$ cat src/rtl/core/lrs_pkg.sv
// ----------------------------------------------------------------------------
// lrs_pkg
// Shared types and elaboration-time sigmoid table builder.
// ----------------------------------------------------------------------------
package lrs_pkg;

   typedef logic signed [31:0] weight_type;
   typedef logic signed [15:0] feature_type;

   localparam int MaxFeatures = 16;
   localparam int SigmoidEntries = 256;

   localparam int ZLimit = 524288;
   localparam longint unsigned Log2eQ16 = 64'd94548;

   function automatic logic [63:0] root2_q16(input int j);
      logic [63:0] r;
      case (j)
         0: r = 64'd92682;
         1: r = 64'd77936;
         2: r = 64'd71468;
         3: r = 64'd68438;
         4: r = 64'd66971;
         5: r = 64'd66250;
         6: r = 64'd65892;
         7: r = 64'd65714;
         8: r = 64'd65625;
         9: r = 64'd65580;
         10: r = 64'd65558;
         11: r = 64'd65547;
         12: r = 64'd65542;
         13: r = 64'd65539;
         default: r = 64'd65537;
      endcase
      return r;
   endfunction

   // restoring division, elaboration only
   function automatic logic [63:0] udiv(input logic [63:0] a, input logic [63:0] b);
      logic [64:0] rem;
      logic [63:0] q;
      rem = '0;
      q = '0;
      for (int i = 63; i >= 0; i--) begin
         rem = {rem[63:0], a[i]};
         if (rem >= {1'b0, b}) begin
            rem = rem - {1'b0, b};
            q[i] = 1'b1;
         end
      end
      return q;
   endfunction

   function automatic logic [15:0] sig_entry(input int i, input int entries);
      logic signed [63:0] zi;
      logic [63:0] t, u, m, e, d, num, p;
      int k;
      zi = -64'sd524288 + $signed(udiv(64'(2 * i + 1) * 64'(ZLimit), 64'(entries)));
      t = (zi < 0) ? 64'(-zi) : 64'(zi);
      u = (t * Log2eQ16) >> 16;
      k = int'(u >> 16);
      m = 64'd65536;
      for (int j = 0; j < 16; j++) begin
         if (u[15 - j])
            m = (m * root2_q16(j) + 64'd32768) >> 16;
      end
      if (k > 20)
         k = 20;
      e = m << k;
      d = e + 64'd65536;
      if (zi >= 0)
         num = e * 64'd65536 + (d >> 1);
      else
         num = 64'h1_0000_0000 + (d >> 1);
      p = udiv(num, d);
      if (p > 64'd65535)
         p = 64'd65535;
      return p[15:0];
   endfunction

endpackage

$ cat src/rtl/core/lrs_cell.sv
// ----------------------------------------------------------------------------
// lrs_cell
// One ring cell: holds a weight and a feature, loads from its neighbor.
// ----------------------------------------------------------------------------
module lrs_cell #(
   parameter int PW = 4,
   parameter int IDX = 0
) (
   input  logic                 clock,
   input  logic                 reset,
   input  logic                 shift_en,
   input  lrs_pkg::weight_type  w_in,
   input  lrs_pkg::feature_type x_in,
   input  logic [PW-1:0]        rd_pos,
   output lrs_pkg::weight_type  w_out,
   output lrs_pkg::feature_type x_out,
   output lrs_pkg::weight_type  rd_w
);
   import lrs_pkg::*;

   weight_type  w_ff;
   feature_type x_ff;

   always_ff @(posedge clock) begin
      if (reset) begin
         w_ff <= '0;
      end else if (shift_en) begin
         w_ff <= w_in;
      end
   end

   always_ff @(posedge clock) begin
      if (shift_en) begin
         x_ff <= x_in;
      end
   end

   assign w_out = w_ff;
   assign x_out = x_ff;
   assign rd_w  = (rd_pos == PW'(IDX)) ? w_ff : '0;

endmodule

$ cat config.mk
export PLATFORM = sky130hd
export DESIGN_NAME = lrs_cell
export DESIGN_NICKNAME = d
export VERILOG_FILES = /design/src/rtl/core/lrs_pkg.sv /design/src/rtl/core/lrs_cell.sv
export SDC_FILE = /design/constraint.sdc
export NUM_CORES = 1
export LEC_CHECK = 0
export BUFFER_PORTS_ARGS = -buffer_cell sky130_fd_sc_hd__buf_2
export CAP_MARGIN = 20
export CORE_ASPECT_RATIO = 0.5
export CORE_MARGIN = 8
export CORE_UTILIZATION = 30
export DETAILED_ROUTE_END_ITERATION = 8
export GPL_TIMING_DRIVEN = 0
export SETUP_SLACK_MARGIN = 0.02
export SYNTH_ARGS = -nofsm -noshare
export SYNTH_HDL_FRONTEND = slang
export SYNTH_SLANG_ARGS = --single-unit
$ cat constraint.sdc
create_clock -name clock -period 1.4 [get_ports clock]
set_input_delay 0.07 -clock clock [delete_from_list [all_inputs] [get_ports clock]]
set_output_delay 0.07 -clock clock [all_outputs]
set_load 0.02 [all_outputs]
# After elaboration in Yosys (flattened, before gate mapping)
# Cells that the tools add are included.
# Widths: inputs -> output; s select.
# word_totals
ff_bits,48
input_bits,55
output_inout_bits,80
# op_classes
reduce_logical,1
muxes,1
# ops
cell,n
$mux 32,1
$logic_not 4->1,1

# Longest topological paths before layout
# Gate-level depths: netlist of the first run.
# logic_depth
depth_word,2
ltp_mapped,4
depth_no_buf,2

# Worst setup path after synthesis of the first run
# OpenSTA, ideal clock, no wires.
# synth_path
path_kind,in2out
start,input port rd_pos[1]
end,output port rd_w[0]
cell_stages,3
arrival_time_ns,0.834
slack_ns,0.496
required_ns,1.330
path_cell_list,nor4_4 -> buf_6 -> and2_1
# synth_via
elab_chain_cells,2
# synth_rtl
item,line,rtl
"start, declared",lrs_cell.sv:14,"input logic [PW-1:0] rd_pos,"
$logic_not 4->1,lrs_cell.sv:40,assign rd_w = (rd_pos == PW'(IDX)) ? w_ff : '0;
$mux 32,lrs_cell.sv:40,
"end, declared",lrs_cell.sv:17,output lrs_pkg::weight_type rd_w
# Every way passes these cells.

# Worst setup path after layout of the first run
# layout_path
start,input port rd_pos[1]
end,output port rd_w[3]
# The elaborated chain is that of the path after synthesis.

==> results.py, run 1 <==
metrics = {
    "sta": {
        "report.final.slew_viol_count": 0,
        "clock.fmax_mhz": 861.5,
        "tightest_slew_ps": 437.0,
        "clock_skew_ps": 0,
        "post-route-period-util_pct": 82.91,
        "min_period_ps": 1161,
        "slew-limit-headroom_pct": 70.87,
        "rsz0062_at_grt": "no",
        "setup_violations": 0,
        "hold_viol_final": 0,
        "tns_ps": 0,
    },
    "synthesis": {
        "synthDistinctLibCells": 10,
        "ys_top_cells_by_area": "dfxtp_1 35%, edfxtp_1 26%, mux2i_1 17%, and2_1 11%, nor2_1 6.5%",
        "synth_xor_area_share_pct": 0,
        "synthTopCellsByCount": "32 x and2_1, 32 x dfxtp_1, 32 x mux2i_1, 32 x nor2_1, 16 x edfxtp_1",
        "synth_fa_ha_area_share_pct": 0,
        "async_flop_share_pct": 0,
        "synth_top_family_by_area": "simple AND/OR/NAND/NOR gates",
        "synth_top_area_share_pct": 34.52,
        "syn-mean-instance-area_um2": 11.97,
        "synthMuxAreaShare_pct": 17.26,
        "synth-edff-count": 16,
        "netlist_area_mm2": 0.001856,
        "synth-seq-cells": 48,
        "synth_cells": 155,
        "yosysSeqAreaShare_pct": 60.42,
        "synth_top_area_cell": "dfxtp_1",
        "synth_warnings": 0,
        "synth_ff_type": "dfxtp_1",
        "syn_nets": 210,
        "synth-simple-area-share_pct": 18.41,
        "synth_compound_area_share_pct": 0,
    },
    "routing": {
        "drt_first_pass_iters": 4,
        "viasPerCell": 4.100,
        "highest_layer": "met4",
        "wl_met2_um": 3198,
        "wl_met3_um": 300,
        "vias": 1648,
        "drcViolationCount": 0,
        "drt_wl_total_um": 5479,
        "drtIter0Drc": 55,
        "m1WireLength_um": 1906,
        "drtAntennaViolNets": 0,
        "wire_per_inst_um": 13.63,
    },
    "power_and_ir_drop": {
        "internal_power_uw": 2601,
        "pwr-share-comb_pct": 14.3,
        "power_density_mw_per_mm2": 1157,
        "p_leak_uw": 0.001570,
        "ir_drop_mv": 0.4478,
        "power.share.sequential_pct": 45.8,
        "p_sw_uw": 843.5,
        "switching_share_pct": 24.49,
        "p_clk_share_pct": 39.9,
    },
    "clock_network": {
        "cts_tree": "built",
        "cts.clk_slew.worst_paths_ps": 70,
        "cts_sinks": 48,
        "clock_latency_ps": 280,
        "cts_root_buffer": "clkbuf_16",
        "ctsLongestPathBuffers": 2,
        "numCtsBuffers": 5,
        "ctsHtreeMaxLevel": 2,
    },
    "flow_run": {
        "maxCapViolCount": 0,
    },
    "worst_hold_path": {
        "whs_path_depth": 3,
        "hold_path_end": "w_out[20]",
        "holdCritStartpoint": "w_in[20]",
        "hold_class": "input pin to flop",
    },
    "global_routing": {
        "grt_pass1_wl_um": 8645,
        "grt_max_degree": 18,
        "grt-ovfl-total": 0,
        "grt_pass1_vias": 1750,
        "track_usage_pct": 11.78,
        "antenna_found_initial": 0,
    },
    "place": {
        "dp_hpwl_um": 4397,
        "placed_area_mm2": 0.002636,
        "gp_congestion": 0.6876,
        "port-buffer-count": 134,
        "place_inst": 377,
    },
    "floorplan": {
        "dieWidth_um": 127.2,
        "fp.dieH_um": 71.61,
        "dieArea_mm2": 0.009110,
        "std_cell_rows": 20,
        "num_io_pins": 135,
        "core_mm2": 0.006031,
        "start_util_pct": 30.77,
    },
    "critical_path": {
        "rr_startpoint": "w_out[3]",
        "reg2reg_depth": 2,
        "critPathCaptureType": "primary output",
        "worst-setup-path-type": "input pin to primary output",
        "r2r_slack_ps": 770,
        "crit_required_ps": 1330,
        "crit_start": "rd_pos[1]",
        "cp_max_fo": 10,
        "reg2reg_to": "w_out[3]",
        "cp.arrival_ps": 1090,
        "critPathLaunchType": "input pin",
    },
    "layout": {
        "layout.nets": 368,
        "area_delta_synth_final_pct": 60.49,
        "final_area_mm2": 0.002978,
        "drive_above_1_share_pct": 47.77,
        "stdcell_count": 402,
        "antenna_cells": 0,
        "nFillCells": 591,
    },
    "status": {
        "status": "complete, no violations",
    },
}
-- worst max path at each step --
| stage | endpoint | slack (ps) | cells after the start |
|---|---|---|---|
| 4_1_cts | rd_w[13] | 200 | 5 |
| 5_1_grt | rd_w[16] | 140 | 5 |
| 3_5_place_dp | w_out[1] | 110 | 5 |
| 3_3_place_gp | w_out[23] | 140 | 5 |
| 2_1_floorplan | rd_w[0] | 500 | 3 |
| 6_report | rd_w[3] | 240 | 5 |
-- cell type report --
class	count	area, um2	area share, %
tap	88	110.1	3.697
buffer	10	72.57	2.437
timing repair buffer	151	840.8	28.24
clock buffer	5	125.1	4.202
clock inverter	3	46.29	1.555
multi-input combinational	97	661.9	22.23
sequential	48	1121	37.65
-- kinds of logic (layout without fill, tap and decap cells) --
kind of cell,Yosys count,in the layout
and+or+nand+nor,65,65
buffers and inverters,10,169
muxes,32,32
DFF,48,48
-- power by group through the flow --
| stage | clock network (uW) | registers, uW | logic, uW |
|---|---|---|---|
| final | 1370 | 1580 | 492 |
| after global routing | 1490 | 1590 | 531 |
| after CTS | 1410 | 1580 | 502 |
| after detailed placement | 0 | 1610 | 463 |
| after global placement | 0 | 1600 | 456 |
| after floorplan | 0 | 1720 | 135 |
-- state kept, by name, indices dropped and copies added (netlist names) --
register / count
x_out: 16
w_out: 32
-- timing repair --
action                    4_1_cts  5_1_grt
hold endpoints to repair       18        0
hold buffers                   17        0
gates resized for setup         0        0
buffers inserted                0        0
-- routing by layer --
metal / vias to the layer above / GRT usage, %
li1: 825 / -
met1: 777 / 10.65
met2: 39 / 24.24
met3: 7 / 3.849
met4: 0 / 3.922
met5: - / 0
-- cells in the final DEF, fill, tap and decap left out, drive strengths merged --
| master | instances |
|---|---|
| buf | 141 |
| and2 | 32 |
| mux2i | 32 |
| nor2 | 32 |
| dfxtp | 32 |
| dlygate4sd3 | 17 |
| edfxtp | 16 |
| clkbuf | 8 |
| nor4 | 1 |
| bufinv | 1 |
| inv | 1 |
| clkinvlp | 1 |
-- metrics by stage --
stage	setup WS (ps)	hold WS [ps]	total power [uW]	util, %
finish	239.2	18.05	3444	49.38
global route	135.1	7.400	3612	49.38
CTS	203.6	11.08	3496	49.38
detailed placement	107.8	248.7	2074	43.71
global placement	138.9	248.0	2061	43.71
floorplan	496.4	142.4	1858	-
-- critical path, stage by stage --
cell    delay, ps
buf_2         110
nor4_4        430
buf_6         190
and2_1        130
buf_2         160
Note: power is estimated with default switching activity, not from simulation.
==> run 2: changes to the inputs <==
clock period = 1.13 ns   (was 1.4 ns; I/O delays follow)
==> results.py, run 2 (synthesis gave the netlist of run 1 again) <==
metrics = {
    "critical_path": {
        "worstPathCellList": "buf_2 > nor4_4 > buf_4 > buf_6 > and2_1 > buf_2",
        "critPathLaunchType": "input pin",
        "reg2reg_depth": 2,
        "slowest_stage": "nor4_4",
        "cpPeakStageDelay_ps": 250,
        "cpMostUsedCell": "buf_2",
        "cp.arrival_ps": 1020,
        "critPathCaptureType": "primary output",
        "worst-setup-path-type": "input pin to primary output",
        "cp_max_fo": 10,
        "crit_required_ps": 1070,
    },
    "layout": {
        "layout.nets": 373,
        "largest_reg_flops": 32,
        "antenna_cells": 0,
        "drive_above_1_share_pct": 48.59,
        "final_cell_mix": "123 x buf_2, 32 x and2_1, 32 x mux2i_1, 32 x nor2_1, 32 x dfxtp_1",
        "mostFrequentLayoutCell": "buf_2",
        "utilization_pct": 50.68,
        "area_delta_synth_final_pct": 64.73,
    },
    "sta": {
        "clock.fmax_mhz": 930.1,
        "tightest_slew_ps": 372.2,
        "report.final.slew_viol_count": 0,
        "slew-limit-headroom_pct": 75.19,
        "clock_skew_ps": 0,
        "post-route-period-util_pct": 95.15,
        "finalWorstSetupSlack_ps": 54.85,
        "rsz0062_at_grt": "yes",
        "setup_violations": 0,
        "hold_viol_final": 0,
        "min_period_ps": 1075,
    },
    "floorplan": {
        "std_cell_rows": 20,
        "dieArea_mm2": 0.009110,
        "dieWidth_um": 127.2,
        "num_io_pins": 135,
        "core_mm2": 0.006031,
        "fp.dieH_um": 71.61,
        "start_util_pct": 30.77,
    },
    "clock_network": {
        "cts.clk_slew.worst_paths_ps": 60,
        "ctsHtreeMaxLevel": 2,
        "cts_sinks": 48,
        "numCtsBuffers": 5,
        "cts_root_buffer": "clkbuf_16",
        "ctsLongestPathBuffers": 2,
        "clock_latency_ps": 280,
        "cts_tree": "built",
    },
    "power_and_ir_drop": {
        "power_density_mw_per_mm2": 1401,
        "ir_drop_mv": 0.5548,
        "p_leak_uw": 0.001601,
        "power_uw": 4282,
    },
    "worst_hold_path": {
        "whs_path_depth": 3,
        "hold_class": "input pin to flop",
    },
    "routing": {
        "wire_per_inst_um": 13.70,
        "vias": 1670,
        "drt_first_pass_iters": 4,
        "viasPerCell": 4.103,
        "drcViolationCount": 0,
        "drtAntennaViolNets": 0,
        "drt_wl_total_um": 5575,
        "drtIter0Drc": 59,
    },
    "global_routing": {
        "grt-ovfl-total": 0,
        "grt_max_degree": 18,
        "track_usage_pct": 11.89,
        "grt_pass1_wl_um": 8728,
        "grtUsageMet1_pct": 10.78,
        "grt_use_met2_pct": 24.47,
        "grt.met3_usage_pct": 3.849,
        "antenna_found_initial": 0,
        "busiest_layer": "met2",
        "grt_pass1_vias": 1763,
    },
    "place": {
        "gp_congestion": 0.6876,
        "port-buffer-count": 134,
        "dp_hpwl_um": 4397,
        "dpl_worst_slack_ps": -148.7,
    },
    "status": {
        "status": "complete, no violations",
    },
    "flow_run": {
        "maxCapViolCount": 0,
    },
}
run 2: repair_timing:
action                     CTS  global route
setup buffers                2             0
setup endpoints to repair   30            33
pin swaps                    1             0
hold endpoints to repair    19             1
resized for setup            0            18
hold buffers                19             1
run 2: worst max-delay path: cells and delay by family:
| kind | cells | cell delay, ps |
|---|---|---|
| buf+inv | 4 | 590 |
| simple gates | 2 | 380 |
run 2: final cells by class:
type                    count  area [um2]
well taps                  88       110.1
fillers                   574        2974
repair buffers            156       915.9
multi-input cells          97       661.9
plain buffers              10       76.32
flip-flops and latches     48        1121
clock buffers               5       125.1
clock inverters             3       46.29
run 2: routing by layer:
layer / wire (um) / part of all wire (%) / up-vias
met5: 0 / 0 / -
met4: 74 / 1.3 / 0
met3: 300 / 5.4 / 7
met2: 3238 / 58 / 39
met1: 1962 / 35 / 788
li1: - / - / 836
run 2: per-stage QoR:
stage          hold WS, ps  instance area [um2]  TNS (ps)  instances
6_report             5.529                 3057         0        407
3_3_place_gp         234.5                 2636     -3196        377
4_1_cts              2.193                 3013         0        406
5_1_grt              9.044                 3057         0        407
2_1_floorplan        128.9                 1856         0        155
3_5_place_dp         235.2                 2636     -4560        377
run 2: worst paths after layout:
check / startpoint / to / slack, ps
max reg2reg: w_out[3] / w_out[3] / 510
max: rd_pos[2] / rd_w[18] / 50
min: w_in[19] / w_out[19] / 6
min reg2reg: w_out[19] / w_out[19] / 510
run 2: report_power, final:
part	switching, uW	total (uW)	internal (uW)	leakage (uW)
logic	344	626	282	0.00110
registers	55.1	1960	1900	0.000421
clock network	649	1700	1050	0.0000804
total	1050	4280	3230	0.00160
==> run 3: changes to the inputs <==
clock period = 0.94 ns   (was 1.13 ns; I/O delays follow)
==> results.py, run 3 (synthesis gave the netlist of run 1 again) <==
metrics = {
    "clock_network": {
        "ctsHtreeMaxLevel": 2,
        "numCtsBuffers": 5,
        "cts_root_buffer": "clkbuf_16",
        "cts.clk_slew.worst_paths_ps": 60,
        "clock_latency_ps": 280,
        "ctsLongestPathBuffers": 2,
        "cts_tree": "built",
        "cts_sinks": 48,
    },
    "sta": {
        "clock_skew_ps": 0,
        "rsz0062_at_grt": "yes",
        "slew-limit-headroom_pct": 71.07,
        "report.final.slew_viol_count": 0,
        "hold_viol_final": 0,
        "tightest_slew_ps": 434.0,
        "min_period_ps": 1031,
        "clock.fmax_mhz": 969.8,
        "finalWorstSetupSlack_ps": -91.12,
        "post-route-period-util_pct": 109.7,
        "whs_ps": 3.987,
        "setup_violations": 32,
    },
    "power_and_ir_drop": {
        "ir_drop_mv": 0.6885,
        "p_leak_uw": 0.001731,
        "power_density_mw_per_mm2": 1507,
        "power_uw": 5251,
    },
    "global_routing": {
        "grt_pass1_vias": 1911,
        "grt_pass1_wl_um": 9501,
        "track_usage_pct": 13.03,
        "grt-ovfl-total": 0,
        "antenna_found_initial": 0,
        "grt_max_degree": 18,
    },
    "critical_path": {
        "reg2reg_depth": 2,
        "cpMostUsedCell": "buf_6",
        "worstPathCellList": "buf_6 > nor4_4 > buf_6 > buf_6 > and2_4 > buf_6",
        "cpPeakStageDelay_ps": 270,
        "critPathCaptureType": "primary output",
        "rr_startpoint": "w_out[2]",
        "reg2reg_to": "w_out[2]",
        "r2r_slack_ps": 290,
        "cp.arrival_ps": 980,
        "worst-setup-path-type": "input pin to primary output",
        "slowest_stage": "nor4_4",
        "critPathLaunchType": "input pin",
        "crit_required_ps": 890,
        "cp_max_fo": 7,
    },
    "routing": {
        "drtAntennaViolNets": 0,
        "wire_per_inst_um": 14.48,
        "vias": 1747,
        "drcViolationCount": 0,
        "viasPerCell": 4.160,
        "drt_first_pass_iters": 3,
        "drt_wl_total_um": 6083,
        "drtIter0Drc": 52,
    },
    "worst_hold_path": {
        "holdCritStartpoint": "w_in[9]",
        "hold_path_end": "w_out[9]",
        "hold_class": "input pin to flop",
        "whs_path_depth": 3,
    },
    "place": {
        "dpl_worst_slack_ps": -329.2,
        "dp_hpwl_um": 4397,
        "gp_congestion": 0.6876,
        "port-buffer-count": 134,
        "place_inst": 377,
    },
    "layout": {
        "mostFrequentLayoutCell": "buf_2",
        "area_delta_synth_final_pct": 87.79,
        "drive_above_1_share_pct": 56.63,
        "nFillCells": 514,
        "antenna_cells": 0,
        "regArea_mm2": 0.001122,
        "multi_input_area_um2": 742.0,
        "stdcell_count": 420,
        "final_cell_mix": "95 x buf_2, 45 x buf_6, 32 x and2_4, 32 x mux2i_1, 32 x nor2_1",
        "largest_reg_flops": 32,
        "layout.nets": 386,
    },
    "flow_run": {
        "maxCapViolCount": 0,
    },
    "floorplan": {
        "core_mm2": 0.006031,
        "std_cell_rows": 20,
        "fp.dieH_um": 71.61,
        "dieArea_mm2": 0.009110,
        "start_util_pct": 30.77,
        "dieWidth_um": 127.2,
        "num_io_pins": 135,
    },
    "status": {
        "violations": "negative setup slack",
        "status": "finished with violations",
    },
}
run 3: changes by cell type in the layout (fill, tap and decap cells not counted), sizes merged:
| cell | previous run | this run |
|---|---|---|
| dlygate4sd3 | 20 | 30 |
| clkbuf | 8 | 9 |
| buf | 143 | 145 |
run 3: area by class of cell:
class                      count  area share (%)
timing repair buffer         169           36.16
sequential                    48           32.21
multi-input combinational     97           21.29
clock buffer                   5           3.591
tap                           88           3.160
buffer                        10           2.262
clock inverter                 3           1.329
run 3: stage by stage:
stage / area, um2 / utilization [%] / TNS (ps)
floorplan: 1856 / - / 0
global placement: 2636 / 43.71 / -13820
detailed placement: 2636 / 43.71 / -15310
CTS: 3443 / 57.10 / -2352
global route: 3485 / 57.78 / -3763
finish: 3485 / 57.78 / -2479
run 3: where the power goes:
group	internal, uW	leakage (uW)	switching [uW]
combinational	411	0.00123	430
sequential	2290	0.000421	74.8
clock	1260	0.0000804	785
total	3960	0.00173	1290
run 3: worst max path at each step:
stage                     startpoint         to  slack (ps)  cells after the start
after floorplan            rd_pos[1]    rd_w[0]          80                      3
after global placement      shift_en  w_out[23]        -300                      5
after detailed placement    shift_en   w_out[1]        -330                      5
after CTS                  rd_pos[2]    rd_w[3]         -90                      6
after global routing       rd_pos[0]   rd_w[16]        -130                      6
final                      rd_pos[0]    rd_w[0]         -90                      6
run 3: timing repair:
item / 4_1_cts / 5_1_grt
endpoints found under the setup margin: 62 / 39
cloned: 3 / 0
setup buffers: 2 / 0
gates resized for setup: 105 / 11
hold buffers: 29 / 1
endpoints found under the hold margin: 29 / 1
pin swaps: 17 / 2
run 3: layer usage:
layer	vias up	part of all wire [%]	global-route usage [%]
met1	841	35	11.84
met3	5	4.8	3.997
met2	39	59	27.34
li1	862	-	-
met5	-	0	0
met4	0	0.84	3.529
run 3: worst max-delay path, delay by kind of cell:
kind | cells | cell delay (ps)
buffers and inverters | 4 | 530
and+or+nand+nor | 2 | 410
